File: config.mk
export PLATFORM = sky130hd
export DESIGN_NAME = expression_token_lexer_unit
export DESIGN_NICKNAME = d
export VERILOG_FILES = /design/src/hdl/etl_pkg.sv /design/src/hdl/etl_ram.sv /design/src/hdl/etl_dp.sv /design/src/hdl/etl_ctrl.sv /design/src/hdl/expression_token_lexer_unit.sv
export SDC_FILE = /design/constraint.sdc
export NUM_CORES = 1
export LEC_CHECK = 0
export BUFFER_PORTS_ARGS = -buffer_cell sky130_fd_sc_hd__buf_2
export CORE_UTILIZATION = 45
export DETAILED_ROUTE_END_ITERATION = 12
export GPL_TIMING_DRIVEN = 0
export PLACE_DENSITY = 0.7
export REMOVE_ABC_BUFFERS = 1
export SLEW_MARGIN = 30
export SYNTH_ARGS = -nofsm -noshare
export SYNTH_HDL_FRONTEND = slang
export SYNTH_HIERARCHICAL = 1
export SYNTH_SLANG_ARGS = --single-unit
File: constraint.sdc
create_clock -name clk -period 8.11 [get_ports clk]
set_clock_uncertainty 0.05 [all_clocks]
set_input_delay 0.4055 -clock clk [delete_from_list [all_inputs] [get_ports clk]]
set_output_delay 0.4055 -clock clk [all_outputs]
set_load 0.02 [all_outputs]
File: src/hdl/etl_pkg.sv
`timescale 1ns / 1ps
`default_nettype none

package etl_pkg;

  // default identifier buffer depth
  localparam int MAX_IDENT_DEF = 32;

  // saturation limit of integer literals
  localparam logic [30:0] INT_SAT = 31'h7FFF_FFFF;

  // character codes
  localparam logic [7:0] CH_ZERO  = 8'h30;
  localparam logic [7:0] CH_NINE  = 8'h39;
  localparam logic [7:0] CH_LA    = 8'h61;
  localparam logic [7:0] CH_LZ    = 8'h7A;
  localparam logic [7:0] CH_UA    = 8'h41;
  localparam logic [7:0] CH_UZ    = 8'h5A;
  localparam logic [7:0] CH_SPACE = 8'h20;
  localparam logic [7:0] CH_TAB   = 8'h09;
  localparam logic [7:0] CH_NL    = 8'h0A;
  localparam logic [7:0] CH_CR    = 8'h0D;
  localparam logic [7:0] CH_PLUS  = 8'h2B;
  localparam logic [7:0] CH_MINUS = 8'h2D;
  localparam logic [7:0] CH_STAR  = 8'h2A;
  localparam logic [7:0] CH_SLASH = 8'h2F;
  localparam logic [7:0] CH_CARET = 8'h5E;
  localparam logic [7:0] CH_LPAR  = 8'h28;
  localparam logic [7:0] CH_RPAR  = 8'h29;
  localparam logic [7:0] CH_SEMI  = 8'h3B;
  localparam logic [7:0] CH_COLON = 8'h3A;
  localparam logic [7:0] CH_EQUAL = 8'h3D;
  localparam logic [7:0] CH_I     = 8'h69;
  localparam logic [7:0] CH_N     = 8'h6E;
  localparam logic [7:0] CH_T     = 8'h74;

  // operator codes
  localparam logic [2:0] OP_PLUS  = 3'd0;
  localparam logic [2:0] OP_MINUS = 3'd1;
  localparam logic [2:0] OP_MUL   = 3'd2;
  localparam logic [2:0] OP_DIV   = 3'd3;
  localparam logic [2:0] OP_POW   = 3'd4;

  typedef enum logic [3:0] {
    TK_INT    = 4'd0,
    TK_OP     = 4'd1,
    TK_LPAREN = 4'd2,
    TK_RPAREN = 4'd3,
    TK_SEMI   = 4'd4,
    TK_ASSIGN = 4'd5,
    TK_IDENT  = 4'd6,
    TK_KW_INT = 4'd7,
    TK_END    = 4'd8,
    TK_ERROR  = 4'd9
  } token_kind_t;

  typedef enum logic [2:0] {
    LM_START = 3'd0,
    LM_SKIP  = 3'd1,
    LM_NUM   = 3'd2,
    LM_IDENT = 3'd3,
    LM_COLON = 3'd4
  } lex_mode_t;

  typedef enum logic [1:0] {
    ST_IDLE    = 2'd0,
    ST_PEND    = 2'd1,
    ST_ID_EMIT = 2'd2
  } ctrl_state_t;

  typedef struct packed {
    logic [7:0] char_code;
    logic       end_of_input;
  } in_item_t;

  typedef struct packed {
    token_kind_t token_kind;
    logic [30:0] int_value;
    logic [2:0]  op_code;
    logic [7:0]  ident_char;
    logic [4:0]  ident_pos;
    logic        ident_truncated;
    logic        last;
  } out_item_t;

  // controller to datapath
  typedef struct packed {
    logic        cap_in;
    logic        acc_step;
    logic        acc_load;
    logic        id_append;
    logic        id_start;
    logic        rd_start;
    logic        id_adv;
    logic        out_load;
    token_kind_t out_kind;
    logic        out_last;
  } etl_cmd_t;

  // datapath to controller
  typedef struct packed {
    logic        out_free;
    logic        in_digit;
    logic        in_alpha;
    logic        q_eoi;
    logic        q_newline;
    logic        q_space;
    logic        q_digit;
    logic        q_alpha;
    logic        q_colon;
    logic        q_equal;
    token_kind_t q_kind;
    logic        kw_hit;
    logic        id_last;
  } etl_sts_t;

  function automatic logic is_digit(input logic [7:0] c);
    return c inside {[CH_ZERO:CH_NINE]};
  endfunction

  function automatic logic is_alpha(input logic [7:0] c);
    return c inside {[CH_LA:CH_LZ], [CH_UA:CH_UZ]};
  endfunction

  function automatic logic is_space(input logic [7:0] c);
    return c inside {CH_SPACE, [CH_TAB:CH_CR]};
  endfunction

  // kind of a single character token, error for anything unknown
  function automatic token_kind_t char_kind(input logic [7:0] c);
    token_kind_t k;
    case (c)
      CH_PLUS, CH_MINUS, CH_STAR, CH_SLASH, CH_CARET: k = TK_OP;
      CH_LPAR: k = TK_LPAREN;
      CH_RPAR: k = TK_RPAREN;
      CH_SEMI: k = TK_SEMI;
      default: k = TK_ERROR;
    endcase
    return k;
  endfunction

  function automatic logic [2:0] op_code_of(input logic [7:0] c);
    logic [2:0] op;
    case (c)
      CH_MINUS: op = OP_MINUS;
      CH_STAR:  op = OP_MUL;
      CH_SLASH: op = OP_DIV;
      CH_CARET: op = OP_POW;
      default:  op = OP_PLUS;
    endcase
    return op;
  endfunction

endpackage

`default_nettype wire

File: src/hdl/etl_ram.sv
`timescale 1ns / 1ps
`default_nettype none

module etl_ram #(
  parameter int WIDTH = 8,
  parameter int DEPTH = 32
) (
  input  logic                     clk,
  input  logic                     we,
  input  logic [$clog2(DEPTH)-1:0] waddr,
  input  logic [WIDTH-1:0]         wdata,
  input  logic [$clog2(DEPTH)-1:0] raddr,
  output logic [WIDTH-1:0]         rdata
);

  logic [WIDTH-1:0] mem [DEPTH];

  // single write port, registered read
  always_ff @(posedge clk) begin
    if (we) begin
      mem[waddr] <= wdata;
    end
    rdata <= mem[raddr];
  end

endmodule

`default_nettype wire

File: src/hdl/etl_dp.sv
`timescale 1ns / 1ps
`default_nettype none

module etl_dp
  import etl_pkg::*;
#(
  parameter int MAX_IDENT = MAX_IDENT_DEF
) (
  input  logic      clk,
  input  logic      rst_n,
  input  in_item_t  in_data,
  input  etl_cmd_t  cmd,
  output etl_sts_t  sts,
  output logic      out_valid,
  input  logic      out_stall,
  output out_item_t out_data
);

  localparam int AW = $clog2(MAX_IDENT);
  localparam int LW = $clog2(MAX_IDENT + 1);

  in_item_t     in_q_r;
  logic [30:0]  acc_r, acc_nxt;
  logic [LW-1:0] len_r, len_nxt;
  logic         ovf_r, ovf_nxt;
  logic         kw_ok_r, kw_ok_nxt;
  logic [AW-1:0] idx_r, idx_nxt;
  logic         out_valid_r, out_valid_nxt;
  out_item_t    out_r, out_nxt;

  logic [34:0]  acc_wide;
  logic [34:0]  acc_prod;
  logic         ram_we;
  logic [AW-1:0] ram_waddr;
  logic [7:0]   ram_wdata;
  logic [AW-1:0] ram_raddr;
  logic [7:0]   ram_rdata;

  // decimal accumulate with saturation
  always_comb begin
    acc_wide = 35'(acc_r);
    acc_prod = (acc_wide << 3) + (acc_wide << 1) + 35'(in_data.char_code[3:0]);
  end

  // token state update
  always_comb begin
    acc_nxt   = acc_r;
    len_nxt   = len_r;
    ovf_nxt   = ovf_r;
    kw_ok_nxt = kw_ok_r;
    ram_we    = 1'b0;
    ram_waddr = AW'(len_r);
    ram_wdata = in_data.char_code;
    if (cmd.acc_step) begin
      acc_nxt = (acc_prod > 35'(INT_SAT)) ? INT_SAT : acc_prod[30:0];
    end else if (cmd.acc_load) begin
      acc_nxt = 31'(in_q_r.char_code - CH_ZERO);
    end
    if (cmd.id_append) begin
      if (len_r < LW'(MAX_IDENT)) begin
        ram_we  = 1'b1;
        len_nxt = len_r + LW'(1);
        if ((len_r == LW'(1) && in_data.char_code != CH_N) ||
            (len_r == LW'(2) && in_data.char_code != CH_T)) begin
          kw_ok_nxt = 1'b0;
        end
      end else begin
        ovf_nxt = 1'b1;
      end
    end else if (cmd.id_start) begin
      ram_we    = 1'b1;
      ram_waddr = '0;
      ram_wdata = in_q_r.char_code;
      len_nxt   = LW'(1);
      ovf_nxt   = 1'b0;
      kw_ok_nxt = (in_q_r.char_code == CH_I);
    end
  end

  // identifier read index, read runs one ahead of the emit
  always_comb begin
    idx_nxt = idx_r;
    if (cmd.rd_start) begin
      idx_nxt = '0;
    end else if (cmd.id_adv) begin
      idx_nxt = idx_r + AW'(1);
    end
    ram_raddr = idx_nxt;
  end

  // output register
  always_comb begin
    out_valid_nxt = out_valid_r;
    out_nxt       = out_r;
    if (cmd.out_load) begin
      out_valid_nxt       = 1'b1;
      out_nxt             = '0;
      out_nxt.token_kind  = cmd.out_kind;
      out_nxt.last        = cmd.out_last;
      case (cmd.out_kind)
        TK_INT: out_nxt.int_value = acc_r;
        TK_OP:  out_nxt.op_code   = op_code_of(in_q_r.char_code);
        TK_IDENT: begin
          out_nxt.ident_char      = ram_rdata;
          out_nxt.ident_pos       = 5'(idx_r);
          out_nxt.ident_truncated = ovf_r;
        end
        default: ;
      endcase
    end else if (!out_stall) begin
      out_valid_nxt = 1'b0;
    end
  end

  always_ff @(posedge clk) begin
    if (!rst_n) begin
      acc_r       <= '0;
      len_r       <= '0;
      ovf_r       <= 1'b0;
      out_valid_r <= 1'b0;
    end else begin
      acc_r       <= acc_nxt;
      len_r       <= len_nxt;
      ovf_r       <= ovf_nxt;
      out_valid_r <= out_valid_nxt;
    end
  end

  always_ff @(posedge clk) begin
    if (cmd.cap_in) begin
      in_q_r <= in_data;
    end
    kw_ok_r <= kw_ok_nxt;
    idx_r   <= idx_nxt;
    out_r   <= out_nxt;
  end

  etl_ram #(
    .WIDTH(8),
    .DEPTH(MAX_IDENT)
  ) u_ident_ram (
    .clk  (clk),
    .we   (ram_we),
    .waddr(ram_waddr),
    .wdata(ram_wdata),
    .raddr(ram_raddr),
    .rdata(ram_rdata)
  );

  // status back to the controller
  always_comb begin
    sts.out_free  = !out_valid_r || !out_stall;
    sts.in_digit  = is_digit(in_data.char_code);
    sts.in_alpha  = is_alpha(in_data.char_code);
    sts.q_eoi     = in_q_r.end_of_input;
    sts.q_newline = (in_q_r.char_code == CH_NL);
    sts.q_space   = is_space(in_q_r.char_code);
    sts.q_digit   = is_digit(in_q_r.char_code);
    sts.q_alpha   = is_alpha(in_q_r.char_code);
    sts.q_colon   = (in_q_r.char_code == CH_COLON);
    sts.q_equal   = (in_q_r.char_code == CH_EQUAL);
    sts.q_kind    = char_kind(in_q_r.char_code);
    sts.kw_hit    = kw_ok_r && !ovf_r && (len_r == LW'(3));
    sts.id_last   = ((LW'(idx_r) + LW'(1)) == len_r);
  end

  assign out_valid = out_valid_r;
  assign out_data  = out_r;

endmodule

`default_nettype wire

File: src/hdl/etl_ctrl.sv
`timescale 1ns / 1ps
`default_nettype none

module etl_ctrl
  import etl_pkg::*;
(
  input  logic     clk,
  input  logic     rst_n,
  input  logic     in_valid,
  output logic     in_stall,
  input  in_item_t in_data,
  input  etl_sts_t sts,
  output etl_cmd_t cmd
);

  ctrl_state_t state_r, state_nxt;
  lex_mode_t   mode_r, mode_nxt;
  logic        eff_start;
  logic        start_emits;

  always_ff @(posedge clk) begin
    if (!rst_n) begin
      state_r <= ST_IDLE;
      mode_r  <= LM_START;
    end else begin
      state_r <= state_nxt;
      mode_r  <= mode_nxt;
    end
  end

  always_comb begin
    state_nxt = state_r;
    mode_nxt  = mode_r;
    cmd       = '0;
    in_stall  = (state_r != ST_IDLE);

    // does the token-start part of the held character give a result
    eff_start   = (mode_r != LM_SKIP);
    start_emits = sts.q_eoi || (sts.q_newline && eff_start) ||
                  !(sts.q_space || sts.q_digit || sts.q_alpha || sts.q_colon);

    case (state_r)
      // take a character; digits and letters inside a token are absorbed
      ST_IDLE: begin
        if (in_valid) begin
          if (mode_r == LM_NUM && !in_data.end_of_input && sts.in_digit) begin
            cmd.acc_step = 1'b1;
          end else if (mode_r == LM_IDENT && !in_data.end_of_input && sts.in_alpha) begin
            cmd.id_append = 1'b1;
          end else begin
            cmd.cap_in = 1'b1;
            state_nxt  = ST_PEND;
          end
        end
      end

      // finish the pending token, then handle the character as a token start unless it completes an assignment
      ST_PEND: begin
        case (mode_r)
          LM_NUM: begin
            if (sts.out_free) begin
              cmd.out_load = 1'b1;
              cmd.out_kind = TK_INT;
              cmd.out_last = !start_emits;
              mode_nxt     = LM_START;
            end
          end
          LM_IDENT: begin
            if (sts.kw_hit) begin
              if (sts.out_free) begin
                cmd.out_load = 1'b1;
                cmd.out_kind = TK_KW_INT;
                cmd.out_last = !start_emits;
                mode_nxt     = LM_START;
              end
            end else begin
              cmd.rd_start = 1'b1;
              mode_nxt     = LM_START;
              state_nxt    = ST_ID_EMIT;
            end
          end
          LM_COLON: begin
            if (sts.out_free) begin
              cmd.out_load = 1'b1;
              mode_nxt     = LM_START;
              if (!sts.q_eoi && sts.q_equal) begin
                cmd.out_kind = TK_ASSIGN;
                cmd.out_last = 1'b1;
                state_nxt    = ST_IDLE;
              end else begin
                cmd.out_kind = TK_ERROR;
                cmd.out_last = !start_emits;
              end
            end
          end
          default: begin
            if (sts.q_eoi || (sts.q_newline && eff_start)) begin
              if (sts.out_free) begin
                cmd.out_load = 1'b1;
                cmd.out_kind = TK_END;
                cmd.out_last = 1'b1;
                mode_nxt     = LM_START;
                state_nxt    = ST_IDLE;
              end
            end else if (sts.q_space) begin
              mode_nxt  = LM_SKIP;
              state_nxt = ST_IDLE;
            end else if (sts.q_digit) begin
              cmd.acc_load = 1'b1;
              mode_nxt     = LM_NUM;
              state_nxt    = ST_IDLE;
            end else if (sts.q_alpha) begin
              cmd.id_start = 1'b1;
              mode_nxt     = LM_IDENT;
              state_nxt    = ST_IDLE;
            end else if (sts.q_colon) begin
              mode_nxt  = LM_COLON;
              state_nxt = ST_IDLE;
            end else if (sts.out_free) begin
              cmd.out_load = 1'b1;
              cmd.out_kind = sts.q_kind;
              cmd.out_last = 1'b1;
              mode_nxt     = LM_START;
              state_nxt    = ST_IDLE;
            end
          end
        endcase
      end

      // one identifier character per transfer
      ST_ID_EMIT: begin
        if (sts.out_free) begin
          cmd.out_load = 1'b1;
          cmd.out_kind = TK_IDENT;
          cmd.out_last = sts.id_last && !start_emits;
          cmd.id_adv   = 1'b1;
          if (sts.id_last) begin
            state_nxt = ST_PEND;
          end
        end
      end

      default: begin
        state_nxt = ST_IDLE;
      end
    endcase
  end

endmodule

`default_nettype wire

File: src/hdl/expression_token_lexer_unit.sv
// Streaming lexer for arithmetic expressions.
// Input channel (in_valid / in_stall / in_data): one character byte per
// transfer, or an end-of-input mark. Output channel (out_valid / out_stall /
// out_data): one token per transfer; the last token caused by an input
// character carries last = 1, and a character may cause no token at all.
// A digit inside a number or a letter inside an identifier is absorbed as it
// is taken; any other character is captured into a holding register, closes
// any open token from there and, unless it completes an assignment, is then
// handled as a token start. Closing an identifier other than the keyword
// reads the identifier buffer RAM, whose single read port sends one buffered
// character per cycle while the output is not stalled. A held output stalls
// the token sequencer; a new character is taken once the previous one has
// been fully handled and the controller is idle again.
// Reset (rst_n low, synchronous) empties the output register and returns the
// lexer to token start, clearing the number accumulator and the identifier
// length and overflow flag.
`timescale 1ns / 1ps
`default_nettype none

module expression_token_lexer_unit
  import etl_pkg::*;
#(
  parameter int MAX_IDENT = MAX_IDENT_DEF
) (
  input  logic      clk,
  input  logic      rst_n,
  input  logic      in_valid,
  output logic      in_stall,
  input  in_item_t  in_data,
  output logic      out_valid,
  input  logic      out_stall,
  output out_item_t out_data
);

  etl_cmd_t cmd;
  etl_sts_t sts;

  etl_ctrl u_ctrl (
    .clk     (clk),
    .rst_n   (rst_n),
    .in_valid(in_valid),
    .in_stall(in_stall),
    .in_data (in_data),
    .sts     (sts),
    .cmd     (cmd)
  );

  etl_dp #(
    .MAX_IDENT(MAX_IDENT)
  ) u_dp (
    .clk      (clk),
    .rst_n    (rst_n),
    .in_data  (in_data),
    .cmd      (cmd),
    .sts      (sts),
    .out_valid(out_valid),
    .out_stall(out_stall),
    .out_data (out_data)
  );

`ifndef SYNTHESIS
  // a token never overwrites a result still waiting for transfer
  a_no_overwrite: assert property (@(posedge clk) disable iff (!rst_n)
    cmd.out_load |-> sts.out_free)
    else $error("token loaded over a waiting result");

  // absorbed letters never produce a token
  a_append_quiet: assert property (@(posedge clk) disable iff (!rst_n)
    cmd.id_append |-> !cmd.out_load && !cmd.cap_in)
    else $error("identifier append with token output");

  // identifier run stops after its final character
  a_run_end: assert property (@(posedge clk) disable iff (!rst_n)
    cmd.id_adv && sts.id_last |=> !cmd.id_adv)
    else $error("identifier emit past its length");
`endif

endmodule

`default_nettype wire

# --- Word-level counts from Yosys, hierarchy flattened ---
# Memory sizes are Yosys's and may differ from the RTL's. A register that Yosys moved wholly into a read port is not among the register bits.
# Index checks and enable logic that the tools add are counted.
word_totals:
  register_bits: 112
  ram_bits: 256
  in_bits: 13
  output_inout_bits: 55
  wordCells: 217
  n_memories: 1
mem_list:
  columns: ["memory", "depth", "word_bits", "read_ports", "rd_ports_with_merged_regs", "wr", "line_no", "source"]
  rows:
  - ["u_dp.u_ident_ram.mem", 32, 8, 1, 1, 1, "etl_ram.sv:16", "logic [WIDTH-1:0] mem [DEPTH];"]
classes:
  n_addsub: 6
  magnitude_cmp: 16
  eq_ne: 40
  muxes: 90
  reduce_logical: 47
ops:
  columns: ["op", "count"]
  rows:
  - ["$mux W31", 3]
  - ["$mux W6", 14]
  - ["$eq A8 B6 Y1 const B", 10]
  - ["$add A34 B32 Y35", 1]
  - ["$add A35 B4 Y35", 1]
  - ["$gt A35 B31 Y1 const B", 1]
  - ["$mux W1", 34]
  - ["$mux W2", 17]
  - ["$ge A8 B7 Y1 const B", 4]
  - ["$le A8 B7 Y1 const B", 4]
  - ["$mux W5", 5]
  - ["$mux W3", 7]
  - ["$logic_and A1 B1 Y1", 18]
  - ["$pmux W6 S3", 1]
  - ["$eq A8 B7 Y1 const B", 2]
  - ["$ge A8 B6 Y1 const B", 2]
  - ["$le A8 B6 Y1 const B", 2]
  - ["$mux W8", 2]
  - ["$ne A8 B7 Y1 const B", 2]
  - ["$pmux W4 S4", 1]
  - ["$eq A6 B2 Y1 const B", 2]
  - ["$ne A2 B2 Y1 const B", 6]
  - ["$pmux W2 S3", 2]
  - ["$pmux W3 S4", 1]
  - ["34 further kinds", 57]

# --- Depth between registers and ports, before layout ---
# Gate-level depths: netlist of the first run.
depth:
  depth_word: 14
  mapped_depth: 14
  depth_no_buf: 13

# --- Hierarchy ---
# The synthesis of the first run kept the hierarchy.
modules_own_cells:
  columns: ["mod", "n_inst", "cells_each", "area_each_um2", "seq_area_each_um2"]
  rows:
  - ["etl_ram", 1, 417, 10053.4, 7847.5]
  - ["etl_dp", 1, 718, 7003.0, 2772.7]
  - ["etl_ctrl", 1, 128, 972.2, 100.1]

# --- Least setup slack after synthesis of the first run ---
# Ideal clock, no wire load.
synth_timing:
  path_kind: "register -> register"
  start: "reg u_dp.len_r[2]"
  end: "reg u_dp.out_r (netlist bit u_dp/out_data[0]), enable pin"
  t_arrival_ns: 7.885
  required_time_ns: 7.409
  path_slack_ns: -0.476
  stages_incl_launch_ff: 7
  path_cell_list: "dfxtp_1 -> clkbuf_1 -> or4_1 -> nor3_1 -> nand2b_1 -> a21oi_1 -> o311ai_0"
synth_rtl:
  columns: ["item", "line_no", "source"]
  rows:
  - ["from (decl)", "etl_dp.sv:24", "logic [LW-1:0] len_r, len_nxt;"]
  - ["from (signal assigned)", "etl_dp.sv:123", "len_r <= len_nxt;"]
  - ["to (signal assigned)", "etl_dp.sv:135", "out_r <= out_nxt;"]
  - ["to (decl)", "etl_dp.sv:29", "out_item_t out_r, out_nxt;"]

==> flow_metrics.tcl, run 1 <==
set metrics [dict create \
    run_status "complete, no violations" \
    synthSimpleGateAreaFrac_pct 10.2 \
    first_iter_violations 971 \
    data_arrival_critical_path_ns 5.30 \
    die-area_mm2 0.0409 \
    cts_post_setup_buffers_inserted 0 \
    synth_top_area_cell "sky130_fd_sc_hd__edfxtp_1" \
    synth.yosys.seq_area_share_pct 59.5 \
    r2r_cells 11 \
    power.switching_fraction_pct 22.2 \
    critical_path.startpoint "u_dp/in_q_r[5]$_DFFE_PP_" \
    critPathRequiredTime_ns 8.22 \
    cts_tree "yes" \
    timing_max_transition_violations_final 0 \
    synth.cells.most_frequent "sky130_fd_sc_hd__edfxtp_1 (319), sky130_fd_sc_hd__mux4_2 (80), sky130_fd_sc_hd__nor2_1 (77)" \
    synth_top_family_by_area "multiplexers" \
    reg2reg_slack_ns 2.93 \
    post_synth.cell_area_avg_um2 14.3 \
    mean_routed_wirelength_per_cell_um 20.8 \
    power_frac_comb_pct 5.0 \
    wire_length_of_the_first_global_routing_pass_um 61100 \
    hold-worst-slack_ns 0.0448 \
    synth_enable_flop_cells 319 \
    critPathMaxStageDelay_ns 0.73 \
    synth_compound_area_share_pct 8.95 \
    yosys-mux-area-fraction_pct 11.2 \
    grt_max_degree 42 \
    detail_route.wirelength_um 39300 \
    yosys.cell_count.top_type "sky130_fd_sc_hd__edfxtp_1" \
    final.min_clock_period_ns 5.18 \
    avgViaCountPerCell 5.80 \
    synth_adder_area_share_pct 5.36 \
    placement.setup.worst_slack_ns 3.08 \
    cts_root_buffer "sky130_fd_sc_hd__clkbuf_16" \
    max-slew-margin-rel_pct 39.2 \
    grt_pass1_vias 10552 \
    place.port_buffers 67 \
    p_seq_share_pct 50.5 \
    cts.htree.levels 2 \
    crit_family "simple AND/OR/NAND/NOR gates" \
    post_synth_inst_count 1263 \
    dp_hpwl_um 26400 \
    worst-path-stages 11 \
    synth.lib_cells_used.distinct 96 \
    critical_path_peak_fanout 17 \
    setup_violations 0 \
    pwr_cell_area_mw_per_mm2 207 \
    tightest_slew_ns 0.909 \
    gp_routability_congestion 0.889 \
    cts.reportedPaths.clkPinSlew_ns 0.06 \
    clock_latency_of_the_later_clocked_register_in_the_worst_skew_pair_ns 0.55 \
    layout.filler_cells 3148 \
    tns_ns 0 \
    drive_gt1_share_pct 23.0 \
    cts_resized 0 \
    synth_area_leaders "sky130_fd_sc_hd__edfxtp_1 (53%), sky130_fd_sc_hd__mux4_2 (10%), sky130_fd_sc_hd__dfxtp_1 (6.3%), sky130_fd_sc_hd__ha_1 (5.1%), sky130_fd_sc_hd__and2_1 (1.7%)" \
    drt_pass1_iterations 6 \
    clock_power_share_pct 44.4 \
    synthDominantCellAreaShare_pct 53.1 \
    timing_hold_violations_final 0 \
    rsz0062_at_grt "false" \
    critical_path.endpoint "u_dp/u_ident_ram/mem[12][5]$_DFFE_PP_" \
    worstReg2RegEnd "u_dp/u_ident_ram/mem[12][5]$_DFFE_PP_" \
    post_synth_xor_area_fraction_pct 1.99 \
    coreArea_mm2 0.0391 \
    setup.worst_path.end_class "register" \
    asyncSetResetFlopFracSynth_pct 0 \
    clockBufferDepth 3 \
    fp.dieW_um 202 \
    yosys_warnings 6 \
    cellLeakagePower_nw 7.39 \
    net-switching-power_mw 0.945 \
    hold_path_class "in2reg" \
    synthFlopType "sky130_fd_sc_hd__edfxtp_1" \
    syn2layout_area_growth_pct 14.0 \
    clkSinkCount 376 \
    internal_power_mw 3.30 \
    rows 72 \
    routed_via_count 10954 \
    cts.hold.buffers_added 0 \
    synth.ff_latch_count 376 \
    starting_utilization_of_the_core_area_pct 46.1 \
    grt_util_all_layers_pct 19.4 \
    irDropWorstVdd_mv 0.136 \
    route.antenna.remaining_nets 0 \
    timing.critical_path.cells "inv_1 > ha_1 > and3_1 > nor2_1 > nor2_2 > or4_4 > nor3b_2 > nand2_1 > nand2_1 > or3b_2 > nor2_1" \
    num_io_pins 68 \
    design_power_total_mw 4.25 \
    final_util_pct 52.6 \
    finish.net_count 1424 \
    grt_overflow_total 0 \
    fmaxAchievable_mhz 193 \
    timing.rr.start "u_dp/in_q_r[5]$_DFFE_PP_" \
    cts_inserted_buffers 40 \
    timing.max_cap.violations 0 \
    slowest_stage "sky130_fd_sc_hd__nor2_1" \
    synth_area_mm2 0.0180 \
    post_route_fraction_of_the_period_consumed_by_the_critical_path_pct 63.9 \
    critical_setup_path_class "reg2reg" \
    final_critical_path_setup_slack_ns 2.93 \
    antenna_found_initial 0 \
    chipHeight_um 202 \
    drc_violation_count_after_routing 0 \
    crit_path_start_kind "register" \
    cp_num_buf_inv 1 \
]
-- metrics by stage --
stage | instances | instance area [um^2]
floorplan | 1196 | 17700
global placement | 1781 | 18600
detailed placement | 1811 | 19200
CTS | 1885 | 20500
global route | 1885 | 20500
finish | 1887 | 20600
-- logic make-up (layout without fill, tap and decap cells) --
| family | after synthesis | in the layout |
|---|---|---|
| compound gates | 234 | 234 |
| xor+xnor | 41 | 41 |
| fa+ha+maj | 76 | 76 |
| buf+inv | 102 | 206 |
| flops | 376 | 376 |
| mux | 100 | 100 |
| other cells | 0 | 2 |
| simple gates | 334 | 334 |
-- how the worst min path moves through the flow --
stage                                           start                         endpoint  slack [ns]  cells past startpoint
floorplan                     u_dp/ovf_r$_SDFFE_PN0P_          u_dp/ovf_r$_SDFFE_PN0P_        0.43                      2
CTS                                        in_data[7]         u_dp/in_q_r[7]$_DFFE_PP_        0.02                      1
global placement    u_dp/u_ident_ram/rdata[0]$_DFF_P_   u_dp/out_data[7]$_SDFFCE_PP0P_        0.44                      1
global route                               in_data[6]         u_dp/in_q_r[6]$_DFFE_PP_        0.03                      1
finish                                     in_data[7]         u_dp/in_q_r[7]$_DFFE_PP_        0.04                      1
detailed placement  u_dp/u_ident_ram/rdata[3]$_DFF_P_  u_dp/out_data[10]$_SDFFCE_PP0P_        0.45                      1
-- registers in the layout, indices dropped and copies added (netlist names) --
| name | flops |
|---|---|
| u_ctrl/mode_r | 3 |
| u_ctrl/state_r | 2 |
| u_dp/acc_r | 31 |
| u_dp/idx_r | 5 |
| u_dp/in_q_r | 8 |
| u_dp/kw_ok_r | 1 |
| u_dp/len_r | 6 |
| u_dp/out_data | 53 |
| u_dp/out_valid | 1 |
| u_dp/ovf_r | 1 |
| u_dp/sts | 1 |
| u_dp/u_ident_ram/mem | 256 |
| u_dp/u_ident_ram/rdata | 8 |
-- power groups by stage --
stage          combinational, mW  sequential (mW)  clock [mW]
2_1_floorplan              0.114             2.20           0
3_3_place_gp               0.192             2.20           0
3_5_place_dp               0.213             2.19           0
4_1_cts                    0.214             2.15        1.92
5_1_grt                    0.234             2.15        1.98
6_report                   0.214             2.15        1.89
-- final cells by class --
cell class,count,area [um^2],area share (%)
flip-flops and latches,376,10700,52.2
clock buffers,48,1060,5.17
clock inverters,26,309,1.50
repair buffers,97,771,3.75
multi-input cells,785,6910,33.6
inverters,35,131,0.639
diodes,2,5.00,0.0244
well taps,518,648,3.15
-- cell usage in the layout, fill, tap and decap left out, drive strengths merged, types with 39 or more instances in the layout --
| cell | count |
|---|---|
| a21oi | 49 |
| a31oi | 39 |
| and2 | 52 |
| buf | 97 |
| clkbuf | 48 |
| dfxtp | 57 |
| edfxtp | 319 |
| ha | 74 |
| mux4 | 80 |
| nand2 | 62 |
| nor2 | 78 |
| o21ai | 60 |
-- metal layers --
| layer | track usage (%) | share of wire, % |
|---|---|---|
| met5 | 0 | 0 |
| met4 | 5.85 | 2.4 |
| met3 | 3.10 | 6.7 |
| met2 | 31.0 | 47 |
| met1 | 27.3 | 44 |
-- worst register-to-register path: cells and delay by family, from the launching register on --
family / cells / cell delay (ns)
DFF: 1 / 0.48
adders and majority gates: 1 / 0.29
and+or+nand+nor: 9 / 3.79
buffers and inverters: 1 / 0.19
Power figures use the tool's default switching activity.
==> run 2: changes to the inputs <==
--- a/config.mk
+++ b/config.mk
@@ -5,6 +5,7 @@
 export SDC_FILE = /design/constraint.sdc
 export NUM_CORES = 1
 export LEC_CHECK = 0
+export ABC_AREA = 1
 export BUFFER_PORTS_ARGS = -buffer_cell sky130_fd_sc_hd__buf_2
 export CORE_UTILIZATION = 45
 export DETAILED_ROUTE_END_ITERATION = 12
==> constraint.sdc (replaced) <==
create_clock -name clk -period 4.72 [get_ports clk]
set_clock_uncertainty 0.05 [all_clocks]
set_input_delay 0.236 -clock clk [delete_from_list [all_inputs] [get_ports clk]]
set_output_delay 0.236 -clock clk [all_outputs]
set_load 0.02 [all_outputs]
==> run 2 against run 1 <==
  * Routed wire length increased by 22%
  * Flip-flop and latch count unchanged
  * Sequential power increased by 86%
  * Final cell count is 51% higher
  * Critical path type unchanged
  * Highest routed layer is now met5
==> flow_metrics.tcl, run 2 <==
set metrics [dict create \
    irDropWorstVdd_mv 0.434 \
    synth.lib_cells_used.distinct 52 \
    gp_routability_congestion 0.917 \
    final_critical_path_setup_slack_ns 0.213 \
    yosys-mux-area-fraction_pct 0 \
    timing.max_cap.violations 0 \
    fp.dieW_um 212 \
    reg2reg_slack_ns 0.21 \
    grt_pass1_vias 14455 \
    post_synth_xor_area_fraction_pct 0.840 \
    cts.reportedPaths.clkPinSlew_ns 0.06 \
    synth_enable_flop_cells 319 \
    fmaxAchievable_mhz 222 \
    timing_max_transition_violations_final 0 \
    mostFrequentLayoutCells "sky130_fd_sc_hd__nand2_1 (621), sky130_fd_sc_hd__edfxtp_1 (319), sky130_fd_sc_hd__nand3_1 (240), sky130_fd_sc_hd__inv_1 (222), sky130_fd_sc_hd__nor2_1 (152)" \
    grt_max_degree 66 \
    grt_util_all_layers_pct 21.7 \
    tns_ns 0 \
    clkSinkCount 376 \
    detail_route.wirelength_um 47900 \
    cts_tree "yes" \
    setup_violations 0 \
    finish.net_count 2323 \
    drc_violation_count_after_routing 0 \
    placement.setup.worst_slack_ns -0.279 \
    starting_utilization_of_the_core_area_pct 45.8 \
    design_power_total_mw 11.5 \
    synth_adder_area_share_pct 4.87 \
    largest_reg_flops 256 \
    synth_compound_area_share_pct 5.54 \
    mean_routed_wirelength_per_cell_um 16.8 \
    synthFlopType "sky130_fd_sc_hd__edfxtp_1" \
    synthDominantCellAreaShare_pct 48.3 \
    cts_root_buffer "sky130_fd_sc_hd__clkbuf_16" \
    rsz0062_at_grt "true" \
    die-area_mm2 0.0449 \
    hold_path_class "in2reg" \
    critical_path_peak_fanout 19 \
    first_iter_violations 1196 \
    cts.htree.levels 2 \
    route.antenna.remaining_nets 0 \
    pwr_cell_area_mw_per_mm2 509 \
    wire_length_of_the_first_global_routing_pass_um 75900 \
    critical_setup_path_class "reg2reg" \
    coreArea_mm2 0.0433 \
    post_synth_inst_count 2165 \
    synth_top_family_by_area "simple AND/OR/NAND/NOR gates" \
    timing_hold_violations_final 0 \
    synth.cells.most_frequent "sky130_fd_sc_hd__nand2_1 (623), sky130_fd_sc_hd__edfxtp_1 (319), sky130_fd_sc_hd__nand3_1 (244)" \
    chipHeight_um 212 \
    yosys.cell_count.top_type "sky130_fd_sc_hd__nand2_1" \
    synth.ff_latch_count 376 \
    synth_area_leaders "sky130_fd_sc_hd__edfxtp_1 (48%), sky130_fd_sc_hd__nand2_1 (12%), sky130_fd_sc_hd__nand3_1 (6.2%), sky130_fd_sc_hd__dfxtp_1 (5.8%), sky130_fd_sc_hd__ha_1 (4.7%)" \
    post_route_fraction_of_the_period_consumed_by_the_critical_path_pct 95.5 \
    syn2layout_area_growth_pct 14.2 \
    synth_area_mm2 0.0198 \
    synthSimpleGateAreaFrac_pct 27.1 \
    antenna_found_initial 4 \
    grt_overflow_total 0 \
    max-slew-margin-rel_pct 41.8 \
    cellLeakagePower_nw 9.35 \
    synth.yosys.seq_area_share_pct 54.1 \
    clockBufferDepth 3 \
    avgViaCountPerCell 5.22 \
    num_io_pins 68 \
    run_status "complete, no violations" \
    asyncSetResetFlopFracSynth_pct 0 \
    dp_hpwl_um 32900 \
    synth_top_area_cell "sky130_fd_sc_hd__edfxtp_1" \
    rows 76 \
    critPathRequiredTime_ns 4.88 \
    most_flops_register "u_dp/u_ident_ram/mem" \
    cts_inserted_buffers 41 \
    drt_pass1_iterations 6 \
    data_arrival_critical_path_ns 4.67 \
    post_synth.cell_area_avg_um2 9.15 \
    most_common_cell_after_layout_fill_and_taps_aside "sky130_fd_sc_hd__nand2_1" \
    crit_path_start_kind "register" \
    tightest_slew_ns 0.851 \
    place.port_buffers 67 \
    final_util_pct 52.3 \
    routed_via_count 14900 \
    yosys_warnings 6 \
    drive_gt1_share_pct 15.8 \
    final.min_clock_period_ns 4.51 \
    clock_latency_of_the_later_clocked_register_in_the_worst_skew_pair_ns 0.57 \
    setup.worst_path.end_class "register" \
]
[run 2: power by group]
| group | internal, mW | switching (mW) |
|---|---|---|
| logic | 1.33 | 3.07 |
| clock network | 1.81 | 1.31 |
| registers | 3.89 | 0.114 |
| total | 7.03 | 4.49 |
[run 2: area by class of cell]
type	instances	area, um^2
clock buffer	54	1140
tap	585	732
clock inverter	20	178
timing repair buffer	107	935
inverter	233	886
fill	3825	20600
antenna	3	7.51
sequential	376	10700
multi-input combinational	1475	8030
[run 2: cell families after synthesis]
kind of cell | count (synthesis)
AO/OA/AOI/OAI | 179
XOR/XNOR | 19
AND/OR/NAND/NOR | 1201
adder cells (fa/ha/maj) | 76
flip-flops | 376
buffers and inverters | 314
[run 2: critical path: stages, from the launching register on]
cell                        delay (ns)
sky130_fd_sc_hd__edfxtp_1         0.49
sky130_fd_sc_hd__inv_1            0.26
sky130_fd_sc_hd__nor2_1           0.14
sky130_fd_sc_hd__nor2_1           0.17
sky130_fd_sc_hd__inv_1            0.07
sky130_fd_sc_hd__a2111oi_0        0.38
sky130_fd_sc_hd__o21ai_0          0.12
sky130_fd_sc_hd__o21ai_0          0.16
sky130_fd_sc_hd__nand2_1          0.14
sky130_fd_sc_hd__nor2_1           0.18
sky130_fd_sc_hd__nand2_2          0.36
sky130_fd_sc_hd__inv_1            0.32
sky130_fd_sc_hd__nor2_1           0.13
sky130_fd_sc_hd__inv_1            0.22
sky130_fd_sc_hd__nand3_2          0.47
sky130_fd_sc_hd__nor2_4           0.47
[run 2: path summary, 6_finish.rpt]
kind / from / to / cells past startpoint
worst max-delay path: u_dp/in_q_r[2]$_DFFE_PP_ / u_dp/u_ident_ram/mem[1][0]$_DFFE_PP_ / 15
worst min-delay path: rst_n / u_ctrl/state_r[1]$_SDFFE_PN0P_ / 3
worst max register to register: u_dp/in_q_r[2]$_DFFE_PP_ / u_dp/u_ident_ram/mem[1][0]$_DFFE_PP_ / 15
worst min register to register: u_dp/ovf_r$_SDFFE_PN0P_ / u_dp/ovf_r$_SDFFE_PN0P_ / 2
[run 2: what timing repair did]
item                                    4_1_cts  5_1_grt
endpoints found under the setup margin      256      203
hold endpoints to repair                      9        0
gates resized for setup                      62        7
pin swaps                                     0        1
hold buffers                                  9        0
setup buffers                                 0        2
[run 2: layer usage]
| layer | part of all wire, % | vias to the layer above | global-route usage [%] |
|---|---|---|---|
| met5 | 0.027 | - | 0 |
| met4 | 2.9 | 2 | 8.85 |
| met3 | 6.3 | 79 | 3.72 |
| met2 | 48 | 477 | 36.1 |
| met1 | 42 | 6989 | 27.9 |
| li1 | - | 7353 | - |
[run 2: metrics by stage]
| stage | instance area [um^2] | instances | hold slack (ns) |
|---|---|---|---|
| 2_1_floorplan | 19200 | 2084 | 0.285 |
| 3_3_place_gp | 20300 | 2736 | 0.397 |
| 3_5_place_dp | 20900 | 2765 | 0.410 |
| 4_1_cts | 22600 | 2848 | 0.00202 |
| 5_1_grt | 22600 | 2853 | 0.0273 |
| 6_report | 22600 | 2853 | 0.0387 |
